<file path="src/pkefm_div.sv">
// Bit-serial divider: signed 64-bit dividend by positive 32-bit divisor,
// truncating toward zero, one quotient bit per cycle. No dependencies.
`default_nettype none
module pkefm_div (
    input  wire         aclk,
    input  wire         aresetn,
    input  wire         start,
    input  wire  [63:0] dividend,
    input  wire  [31:0] divisor,
    output logic        done,
    output logic [63:0] quotient
);
    logic [63:0] q_reg;
    logic [31:0] rem_reg;
    logic [31:0] d_reg;
    logic [6:0]  cnt_reg;
    logic        neg_reg;
    logic        busy_reg;
    logic [32:0] rem_sh;
    logic        fit;

    assign rem_sh = {rem_reg, q_reg[63]};
    assign fit    = rem_sh >= {1'b0, d_reg};

    always_ff @(posedge aclk) begin
        if (!aresetn) begin
            busy_reg <= 1'b0;
            done     <= 1'b0;
            cnt_reg  <= 7'd0;
        end else begin
            done <= 1'b0;
            if (start) begin
                busy_reg <= 1'b1;
                cnt_reg  <= 7'd64;
                neg_reg  <= dividend[63];
                q_reg    <= dividend[63] ? (64'd0 - dividend) : dividend;
                rem_reg  <= 32'd0;
                d_reg    <= divisor;
            end else if (busy_reg) begin
                rem_reg <= fit ? 32'(rem_sh - {1'b0, d_reg}) : rem_sh[31:0];
                q_reg   <= {q_reg[62:0], fit};
                cnt_reg <= cnt_reg - 7'd1;
                if (cnt_reg == 7'd1) begin
                    busy_reg <= 1'b0;
                    done     <= 1'b1;
                end
            end
        end
    end

    assign quotient = neg_reg ? (64'd0 - q_reg) : q_reg;
endmodule
`default_nettype wire

</file>
<file path="config.mk">
export PLATFORM = sky130hd
export DESIGN_NAME = pkefm_div
export DESIGN_NICKNAME = d
export VERILOG_FILES = /design/src/pkefm_div.sv
export SDC_FILE = /design/constraint.sdc
export NUM_CORES = 1
export LEC_CHECK = 0
export BUFFER_PORTS_ARGS = -buffer_cell sky130_fd_sc_hd__buf_2
export CAP_MARGIN = 20
export CORE_UTILIZATION = 60
export CTS_BUF_LIST = sky130_fd_sc_hd__clkbuf_4 sky130_fd_sc_hd__clkbuf_8 sky130_fd_sc_hd__clkbuf_16
export DETAILED_ROUTE_END_ITERATION = 6
export PLACE_DENSITY = 0.84
export SETUP_SLACK_MARGIN = 0.05
export SYNTH_ARGS = -nofsm -noshare
export SYNTH_HDL_FRONTEND = slang
export SYNTH_SLANG_ARGS = --single-unit
</file>
<file path="constraint.sdc">
create_clock -name aclk -period 6.9 [get_ports aclk]
set_input_delay 0.69 -clock aclk [delete_from_list [all_inputs] [get_ports aclk]]
set_output_delay 0.69 -clock aclk [all_outputs]
set_load 0.01 [all_outputs]
</file>
After elaboration in Yosys (flattened, before gate mapping)
Index checks and enable logic that the tools add are counted.
{"block": "totals", "elab_cells": 33, "reg_bits": 138, "out_inout_bits": 65, "inputBits": 99}
{"block": "classes", "add_sub_neg": 4, "magnitude_cmp": 1, "bitwise_logic": 2, "eq_ne": 1, "mux": 12, "reduce_logical": 5}
{"op": "$mux W64", "n": 4}
{"op": "$sub A1 B64 Y64 const A", "n": 2}
{"op": "$mux W32", "n": 2}
{"op": "$ge A33 B32 Y1", "n": 1}
{"op": "$sub A32 B32 Y32", "n": 1}
{"op": "$mux W7", "n": 2}
{"op": "$eq A7 B1 Y1 const B", "n": 1}
{"op": "$sub A7 B1 Y7 const B", "n": 1}
{"op": "$mux W1", "n": 4}
{"op": "$reduce_and A2 Y1", "n": 2}
{"op": "$reduce_or A3 Y1", "n": 1}
{"op": "$not A1 Y1", "n": 2}
{"op": "$reduce_bool A2 Y1", "n": 1}
{"op": "$reduce_or A2 Y1", "n": 1}

Logic depth before layout (Yosys ltp)
Gate-level depths: netlist (run 1).
{"block": "depth", "ltp_word": 4, "ltp_mapped": 14, "depth_no_buf": 12}

Worst setup path before layout (run 1)
No wires, ideal clock.
{"block": "synth_timing", "path_kind": "register to output", "start": "reg q_reg[5]", "end": "out quotient[62]", "slack_ns": 3.142, "arrival_ns": 3.068, "t_required_ns": 6.210, "path_stages_with_launch": 10, "path_buffers": 0, "path_cell_list": "edfxtp_1 > or4_1 > or3_1 > or4_1 > nor2_2 > nand2_1 > or3_1 > or2_2 > o21ai_0 > xnor2_1"}
{"block": "synth_between", "elab_chain_len": 2}
{"element": "start: declaration", "line": "13", "source": "logic [63:0] q_reg;"}
{"element": "start signal: assignment", "line": "36", "source": "q_reg <= dividend[63] ? (64'd0 - dividend) : dividend;"}
{"element": "start signal: assignment", "line": "41", "source": "q_reg <= {q_reg[62:0], fit};"}
{"element": "$sub A1 B64 Y64", "line": "51", "source": "assign quotient = neg_reg ? (64'd0 - q_reg) : q_reg;"}
{"element": "$mux W64", "line": "51"}
{"element": "end: declaration", "line": "11", "source": "output logic [63:0] quotient"}
Every way passes these cells.

Worst setup path in the final report (run 1)
{"block": "layout_timing", "start": "reg q_reg[5]", "end": "out quotient[59]"}
The elaborated chain is that of the path after synthesis.

==> results of run 1 <==
[how the worst max path moves through the flow]
stage / startpoint / to / slack [ps]
2_1_floorplan: q_reg[5]$_DFFE_PP_ / quotient[62] / 3140
3_3_place_gp: q_reg[5]$_DFFE_PP_ / quotient[57] / 2740
6_report: q_reg[5]$_DFFE_PP_ / quotient[59] / 2030
5_1_grt: q_reg[5]$_DFFE_PP_ / quotient[57] / 1880
3_5_place_dp: q_reg[5]$_DFFE_PP_ / quotient[57] / 2580
4_1_cts: q_reg[5]$_DFFE_PP_ / quotient[57] / 2110
[power groups by stage]
stage          clock (mW)  sequential, mW  combinational, mW
4_1_cts              1.01            1.06              0.710
3_3_place_gp            0            1.07              0.684
2_1_floorplan           0            1.06              0.508
3_5_place_dp            0            1.08              0.701
5_1_grt              1.04            1.07              0.795
6_report            0.998            1.06              0.719
[cells by family (layout without fill, tap and decap cells)]
group	count (synthesis)	after routing	share of synthesized area [%]
AOI/OAI and AO/OA	273	273	17.6
xor gates and xnor gates	154	154	13.7
adders and majority gates	37	37	4.77
buffers and inverters	96	252	3.87
DFF	138	138	41.1
muxes	21	21	2.23
other	0	3	0
and+or+nand+nor	338	338	16.7
[routing by layer]
metal	track usage, %	up-vias	share of wire [%]
met5	0	-	0
met4	11.4	0	2.0
met3	5.41	44	8.2
met2	44.5	403	46
met1	39.0	3996	44
li1	-	4160	-
[layout by cell type, fill, tap and decap left out, types with 18 or more instances in the layout]
master / n
buf_2: 162
edfxtp_1: 129
nor2_1: 117
a21oi_1: 99
xnor2_1: 94
nand2_1: 82
xor2_1: 60
o21ai_0: 54
inv_1: 51
ha_1: 36
o31ai_1: 33
or3_1: 23
clkbuf_16: 21
o41ai_1: 20
or4_1: 18
[per-stage QoR]
step	total power, mW	util [%]	hold WS (ps)	cells
after global routing	2.91	71.9	419	1429
final	2.78	72.0	429	1432
after detailed placement	1.78	67.8	461	1396
after CTS	2.78	71.9	423	1428
after global placement	1.76	67.8	465	1396
after floorplan	1.57	-	441	1057
[final cells by class]
cell class                      count  share of cell area [%]
Antenna cell                        3                  0.0654
Clock buffer                       22                    4.64
Clock inverter                     10                    1.08
Inverter                           51                    1.67
Multi-Input combinational cell    823                    47.3
Sequential cell                   138                    35.3
Tap cell                          216                    2.35
Timing Repair Buffer              169                    7.52
==> out/metrics.cfg, run 1 <==
[synth]
synth_top_cell_area_share_pct = 39.3
yosysTopAreaCell = edfxtp_1
synth_commonest_cells = edfxtp_1 (129), nor2_1 (117), a21oi_1 (99)
synth-seq-area-share_pct = 41.1
synth_warnings = 0
synth_top_flop_cell = edfxtp_1
netlist-cell-type-count = 68
synth_area_um2 = 9860
avgSynthCellArea_um2 = 9.33
synth-edff-count = 129
ys_seq_elements = 138
yosysMostFrequentCell = edfxtp_1
synthArstFlopShare_pct = 0
synth_cells = 1057
netlist_top_cells_area = edfxtp_1 (39%), xnor2_1 (8.3%), xor2_1 (5.3%), a21oi_1 (5.0%), ha_1 (4.6%)
synth_fp_nets = 1193

[cts]
cts_max_level = 4
path_clk_slew_ps = 60
cts_tree = built
cts_hold_buffers = 0
cts_sinks = 138
cts_root_buffer = clkbuf_16
clockBufferDepth = 2
clk_latency_ps = 430
cts_buffers = 17
cts_setup_buffers = 0
cts_resized = 0

[sta]
tightestPinTransition_ps = 1130
tns_ps = 0
final-max-slew-violation-count = 0
fin_ws_ps = 2030
setup_viol = 0
max_freq_mhz = 205
hold_viol = 0
finalCritPeriodShare_pct = 70.6
min_period_ps = 4870
slew_headroom_pct = 24.8
rsz0062_at_grt = false
fin_skew_ps = 16.2

[worst_setup_path]
cp.arrival_ps = 4180
end_kind = primary output
r2r_end = rem_reg[10]$_SDFFCE_PP0P_
path_common_cell = or4_1
cpLargestDelayFamily = simple AND/OR/NAND/NOR gates
r2r_cells = 11
critPathKind = reg2out
path_max_fanout = 9
critPathLaunchType = register
crit_buf_inv = 1
required_ps = 6210
crit_cells = 9
r2r_start = rem_reg[5]$_SDFFCE_PP0P_
crit_slowest_cell = or4_1
max_stage_delay_ps = 590
rrSetupSlack_ps = 2560
path_cells = or4_1 > or3_1 > or4_1 > nor2_1 > nand4_1 > or2_0 > o41ai_1 > xnor2_1 > buf_2

[routing]
drt_wl_total_mm = 23.9
route.antenna.remaining_nets = 0
num_vias = 8603
vias_per_cell = 6.01
drt_first_pass_iters = 6
drt_iter0_markers = 769
wl_per_cell_um = 16.7
drc_errors = 0

[floorplanning]
dieArea_um2 = 17000
die_w_um = 130
rows = 46
fp.dieH_um = 130
io_pins = 164
initial_core_util_pct = 61.9
core_um2 = 15900

[global_route]
track_usage_pct = 28.5
grt_pass1_wl_mm = 37.5
grt_max_degree = 95
grt_antenna_before_repair = 0
grt_pass1_vias = 7824
gr-total-overflow = 0

[power]
seq_power_share_pct = 38.2
swShare_pct = 30.3
p_leak_nw = 4.45
clockPowerShare_pct = 35.9
comb_power_share_pct = 25.9
switchingPower_mw = 0.842
ir_drop_v = 0.000209
power_density_nw_per_um2 = 242
intPower_mw = 1.94

[finish]
multi_input_comb_area_um2 = 5430
design_area_um2 = 11500
largest_reg_flops = 64
layout-drive-gt1-share_pct = 18.8
layout.nets = 1336
final-seq-area_um2 = 4050
area_delta_synth_final_pct = 16.4
fill_cells = 1206

[placement]
gp_congestion = 0.909
dp_slack_ps = 2580
place_area_um2 = 10800
io_buffer_count = 163
dpl.hpwl_mm = 16.9

[flow_run]
cap_violations = 0

[hold_path]
min_path_type = in2reg
holdPathEnd = d_reg[20]$_DFFE_PP_
hold_path_depth = 1
hp-start = divisor[20]

[run_status]
status = finished, final reports clean

Power figures use the tool's default switching activity.
==> inputs of run 2 (changes only) <==
Settings changed: CORE_UTILIZATION 60 to 52, PLACE_DENSITY 0.84 to 0.77.
Clock period 6.9 ns to 4.3 ns, I/O delays scaled along.
==> run 2 against run 1 <==
Effect of this change: sequential cell count is the same; worst hold slack lost 250 ps; global-route usage shrank 3.1 points; largest power group unchanged; clock power grew 63%; worst setup slack lost 1900 ps; core utilization shrank 8.3 points.
==> out/metrics.cfg, run 2 (same netlist as run 1, synthesis figures left out) <==
[power]
switchingPower_mw = 1.35
power_density_nw_per_um2 = 386
intPower_mw = 3.14
seq_power_share_pct = 38.0
ir_drop_v = 0.000286
p_leak_nw = 4.51
comb_power_share_pct = 25.6
swShare_pct = 30.1
clockPowerShare_pct = 36.4

[routing]
vias_per_cell = 5.90
route.antenna.remaining_nets = 0
drc_errors = 0
drt_first_pass_iters = 5
drt_wl_total_mm = 24.6
drt_iter0_markers = 671
wl_per_cell_um = 16.9
num_vias = 8585

[sta]
tns_ps = 0
max_freq_mhz = 240
tightestPinTransition_ps = 899
rsz0062_at_grt = true
min_period_ps = 4170
fin_skew_ps = 7.20
hold_viol = 0
slew_headroom_pct = 40.1
finalCritPeriodShare_pct = 97.0
setup_viol = 0
final-max-slew-violation-count = 0

[global_route]
gr-total-overflow = 0
grt_pass1_vias = 7953
grt_max_degree = 95
track_usage_pct = 25.4
grt_antenna_before_repair = 1
grt_pass1_wl_mm = 39.5

[cts]
cts_max_level = 4
cts_buffers = 17
cts_tree = built
cts_root_buffer = clkbuf_16
cts_hold_buffers = 0
cts_sinks = 138
clockBufferDepth = 2
clk_latency_ps = 420
path_clk_slew_ps = 60

[worst_setup_path]
cp.arrival_ps = 3740
end_kind = primary output
critPathKind = reg2out
critPathLaunchType = register
required_ps = 3870
path_max_fanout = 5

[finish]
largest_reg_flops = 64
layout.nets = 1349
design_area_um2 = 11600
finalCoreUtilization_pct = 63.6
final_cell_mix = buf_2 (162), edfxtp_1 (129), nor2_1 (116), a21oi_1 (99), xnor2_1 (94)
layout-drive-gt1-share_pct = 20.3
final_common_cell = buf_2
area_delta_synth_final_pct = 17.9

[floorplanning]
fp.dieH_um = 140
dieArea_um2 = 19500
initial_core_util_pct = 54.0
rows = 49
io_pins = 164
die_w_um = 140
core_um2 = 18300

[placement]
dpl.hpwl_mm = 17.6
place_area_um2 = 10900
io_buffer_count = 163
gp_congestion = 0.869

[hold_path]
min_path_type = in2reg

[flow_run]
cap_violations = 0

[run_status]
status = finished, final reports clean

run 2: cell types whose count changed in the layout (fill, tap and decap cells not counted), moves of 2 or more:
cell        change
buf_4          +12
bufinv_16       +3
clkbuf_16       -4
clkinvlp_4      +3
diode_2         -2
or3_1           -2
or3_4           +2
or4_1           -2
or4_4           +2
run 2: final timing paths:
| check | start | end | slack, ps | cells after the start |
|---|---|---|---|---|
| hold / removal | divisor[30] | d_reg[30]$_DFFE_PP_ | 180 | 1 |
| setup / recovery | q_reg[6]$_DFFE_PP_ | quotient[56] | 130 | 9 |
| hold reg to reg | cnt_reg[6]$_SDFFE_PN0N_ | done$_SDFF_PP0_ | 490 | 1 |
| setup reg to reg | rem_reg[14]$_SDFFCE_PP0P_ | rem_reg[6]$_SDFFCE_PP0P_ | 550 | 10 |
run 2: critical path, cell delays in order, from the launching register on:
cell and delay, ps:
edfxtp_1 400, or4_4 570, or3_4 360, or4_4 490
nor2_4 180, nand4_1 210, or4_1 480, o41ai_1 330
xnor2_1 150, buf_2 140
run 2: per-layer routing:
layer | vias up | GRT usage (%) | share of wire [%]
li1 | 4178 | - | -
met4 | 0 | 6.65 | 1.6
met1 | 4017 | 35.6 | 45
met3 | 33 | 4.06 | 7.3
met2 | 357 | 40.7 | 46
met5 | - | 0 | 0
run 2: cell type report:
type	instances	area [um2]
diodes	1	2.50
clock buffers	17	425
clock inverters	15	224
fillers	1550	6640
inverters	51	191
multi-input cells	823	5470
flip-flops and latches	138	4050
well taps	229	287
repair buffers	182	973
run 2: power by group through the flow:
| stage | registers [mW] | logic (mW) | clock network (mW) |
|---|---|---|---|
| floorplan | 1.71 | 0.816 | 0 |
| global placement | 1.73 | 1.11 | 0 |
| detailed placement | 1.73 | 1.13 | 0 |
| CTS | 1.70 | 1.14 | 1.65 |
| global route | 1.72 | 1.27 | 1.70 |
| finish | 1.71 | 1.15 | 1.63 |
run 2: per-stage QoR:
step,std cells,hold slack [ps],power (mW),setup slack (ps)
4_1_cts,1450,169,4.50,74.2
2_1_floorplan,1057,441,2.52,802
5_1_grt,1456,165,4.69,35.3
3_3_place_gp,1416,483,2.84,368
3_5_place_dp,1416,471,2.86,195
6_report,1456,177,4.49,128
run 2: timing repair:
action | CTS | global route
endpoints found under the setup margin | 14 | 11
buffers inserted | 2 | 5
resized for setup | 9 | 3
pin swaps | 0 | 2
cloned | 0 | 0
==> inputs of run 3 (changes only) <==
Settings changed: ABC_AREA set to 1, CORE_UTILIZATION 52 to 54, PLACE_DENSITY 0.77 to 0.78.
==> run 3 against run 2 <==
Effect of this change: first-iteration DRC count grew to 2.8 times the previous value; count of clock-buffer cells in the layout is 2 higher; power is 4.8% higher; sequential share of layout area is 7.2 points lower; largest power group unchanged.
==> out/metrics.cfg, run 3 <==
[synth]
synth_commonest_cells = nand2_1 (673), nor2_1 (311), inv_1 (303)
yosysTopAreaCell = edfxtp_1
netlist-cell-type-count = 49
synth-edff-count = 129
synth_top_cell_area_share_pct = 29.9
netlist_top_cells_area = edfxtp_1 (30%), nand2_1 (19%), nor2_1 (9.0%), inv_1 (8.8%), nand3_1 (6.0%)
synth_cells = 2047
yosysMostFrequentCell = nand2_1
synth_area_um2 = 13000
synth_fp_nets = 2183
synth_warnings = 0
synth_top_flop_cell = edfxtp_1
ys_seq_elements = 138
avgSynthCellArea_um2 = 6.33
synthArstFlopShare_pct = 0
synth-seq-area-share_pct = 31.3

[routing]
wl_met1_mm = 20.3
route.antenna.remaining_nets = 0
drc_errors = 0
drt_first_pass_iters = 6
maxUsedRoutingLayer = met4
wl_met3_mm = 5.82
drt_wl_total_mm = 44.5
vias_per_cell = 5.50
num_vias = 13900
drt_iter0_markers = 1882
wl_met2_mm = 17.8
wl_per_cell_um = 17.6

[finish]
area_delta_synth_final_pct = 13.2
largest_reg_flops = 64
diodes = 0
final_cell_mix = nand2_1 (673), nor2_1 (311), inv_1 (302), buf_2 (163), nand3_1 (155)
layout-drive-gt1-share_pct = 12.9
final_common_cell = nand2_1
layout.nets = 2331

[power]
p_leak_nw = 7.15
ir_drop_v = 0.000218
total_power_mw = 4.71
power_density_nw_per_um2 = 321

[worst_setup_path]
crit_slowest_cell = edfxtp_1
cp.arrival_ps = 2920
critPathLaunchType = register
path_common_cell = nand2_1
path_cells = inv_1 > ha_1 > nand3_2 > nor2_4 > nand2_2 > nor2_1 > nand2_1 > o21ai_2 > nand2_1 > xor2_1 > buf_2
cpLargestDelayFamily = simple AND/OR/NAND/NOR gates
max_stage_delay_ps = 410
required_ps = 3870
path_max_fanout = 6
critPathKind = reg2out
end_kind = primary output
crit_buf_inv = 2

[sta]
max_freq_mhz = 299
fin_skew_ps = 15.8
tns_ps = 0
slew_headroom_pct = 43.1
rsz0062_at_grt = false
min_period_ps = 3350
hold_viol = 0
setup_viol = 0
final-max-slew-violation-count = 0
tightestPinTransition_ps = 853
finalCritPeriodShare_pct = 77.9

[cts]
cts_resized = 0
path_clk_slew_ps = 80
cts_tree = built
cts_sinks = 138
cts_max_level = 4
clockBufferDepth = 2
cts_hold_buffers = 0
cts_buffers = 17
cts_root_buffer = clkbuf_16
cts_setup_buffers = 0
clk_latency_ps = 440

[global_route]
grt_max_degree = 98
grt_pass1_vias = 12200
grt_pass1_wl_mm = 67.4
grt_antenna_before_repair = 0
gr-total-overflow = 0
track_usage_pct = 36.6

[hold_path]
min_path_type = in2reg

[floorplanning]
initial_core_util_pct = 55.1
io_pins = 164
core_um2 = 23500
rows = 56
fp.dieH_um = 157
dieArea_um2 = 24600
die_w_um = 157

[placement]
gp_congestion = 0.991
io_buffer_count = 163
dpl.hpwl_mm = 35.2

[run_status]
status = finished, final reports clean

[flow_run]
cap_violations = 0

[run 3: cell count changes in the layout (fill, tap and decap cells not counted), sizes merged, moves of 21 or more]
cell   before  now
a21oi      99   22
inv        52  326
nand2      83  685
nand3      14  159
nand4      11   38
nor2      119  349
o21ai      56   93
o31ai      35    2
o41ai      22    0
or3        23    0
or4        21    0
xnor2      94   20
[run 3: power breakdown]
group	total (mW)	switching, mW	internal [mW]
clock	1.54	0.699	0.841
sequential	1.69	0.0804	1.61
combinational	1.48	1.00	0.475
[run 3: cell families after synthesis]
| family | count (synthesis) | share of synthesized area (%) |
|---|---|---|
| AND/OR/NAND/NOR | 1294 | 42.8 |
| buffers and inverters | 357 | 10.7 |
| XOR/XNOR | 91 | 6.15 |
| adder cells (fa/ha/maj) | 37 | 3.63 |
| AO/OA/AOI/OAI | 130 | 5.43 |
| flip-flops | 138 | 31.3 |
[run 3: area by class of cell]
| cell class | instances | area, um2 |
|---|---|---|
| Clock buffer | 19 | 475 |
| Clock inverter | 13 | 128 |
| Fill cell | 2330 | 8870 |
| Inverter | 315 | 1180 |
| Multi-Input combinational cell | 1552 | 7530 |
| Sequential cell | 138 | 4050 |
| Tap cell | 319 | 399 |
| Timing Repair Buffer | 171 | 901 |
[run 3: through the flow]
stage               hold WS, ps  cell area, um2  util [%]  instances  setup WS [ps]
detailed placement          457           14000      59.7       2494           1530
CTS                         152           14700      62.2       2526           1040
floorplan                   438           13000         -       2047            354
global route                148           14700      62.3       2527            878
finish                      156           14700      62.3       2527            950
global placement            455           14000      59.7       2494           1550
[run 3: final timing paths]
check	endpoint	cells after the start	from	slack (ps)
setup / recovery	quotient[40]	11	q_reg[0]$_DFFE_PP_	950
setup reg to reg	rem_reg[7]$_SDFFCE_PP0P_	11	rem_reg[27]$_SDFFCE_PP0P_	1440
hold / removal	d_reg[0]$_DFFE_PP_	1	divisor[0]	160
hold reg to reg	cnt_reg[6]$_SDFFE_PN0N_	2	cnt_reg[6]$_SDFFE_PN0N_	470
[run 3: metal layers]
metal	up-vias	track usage, %
li1	6741	-
met1	6319	56.6
met2	784	50.4
met3	45	9.42
met4	0	6.91
met5	-	0
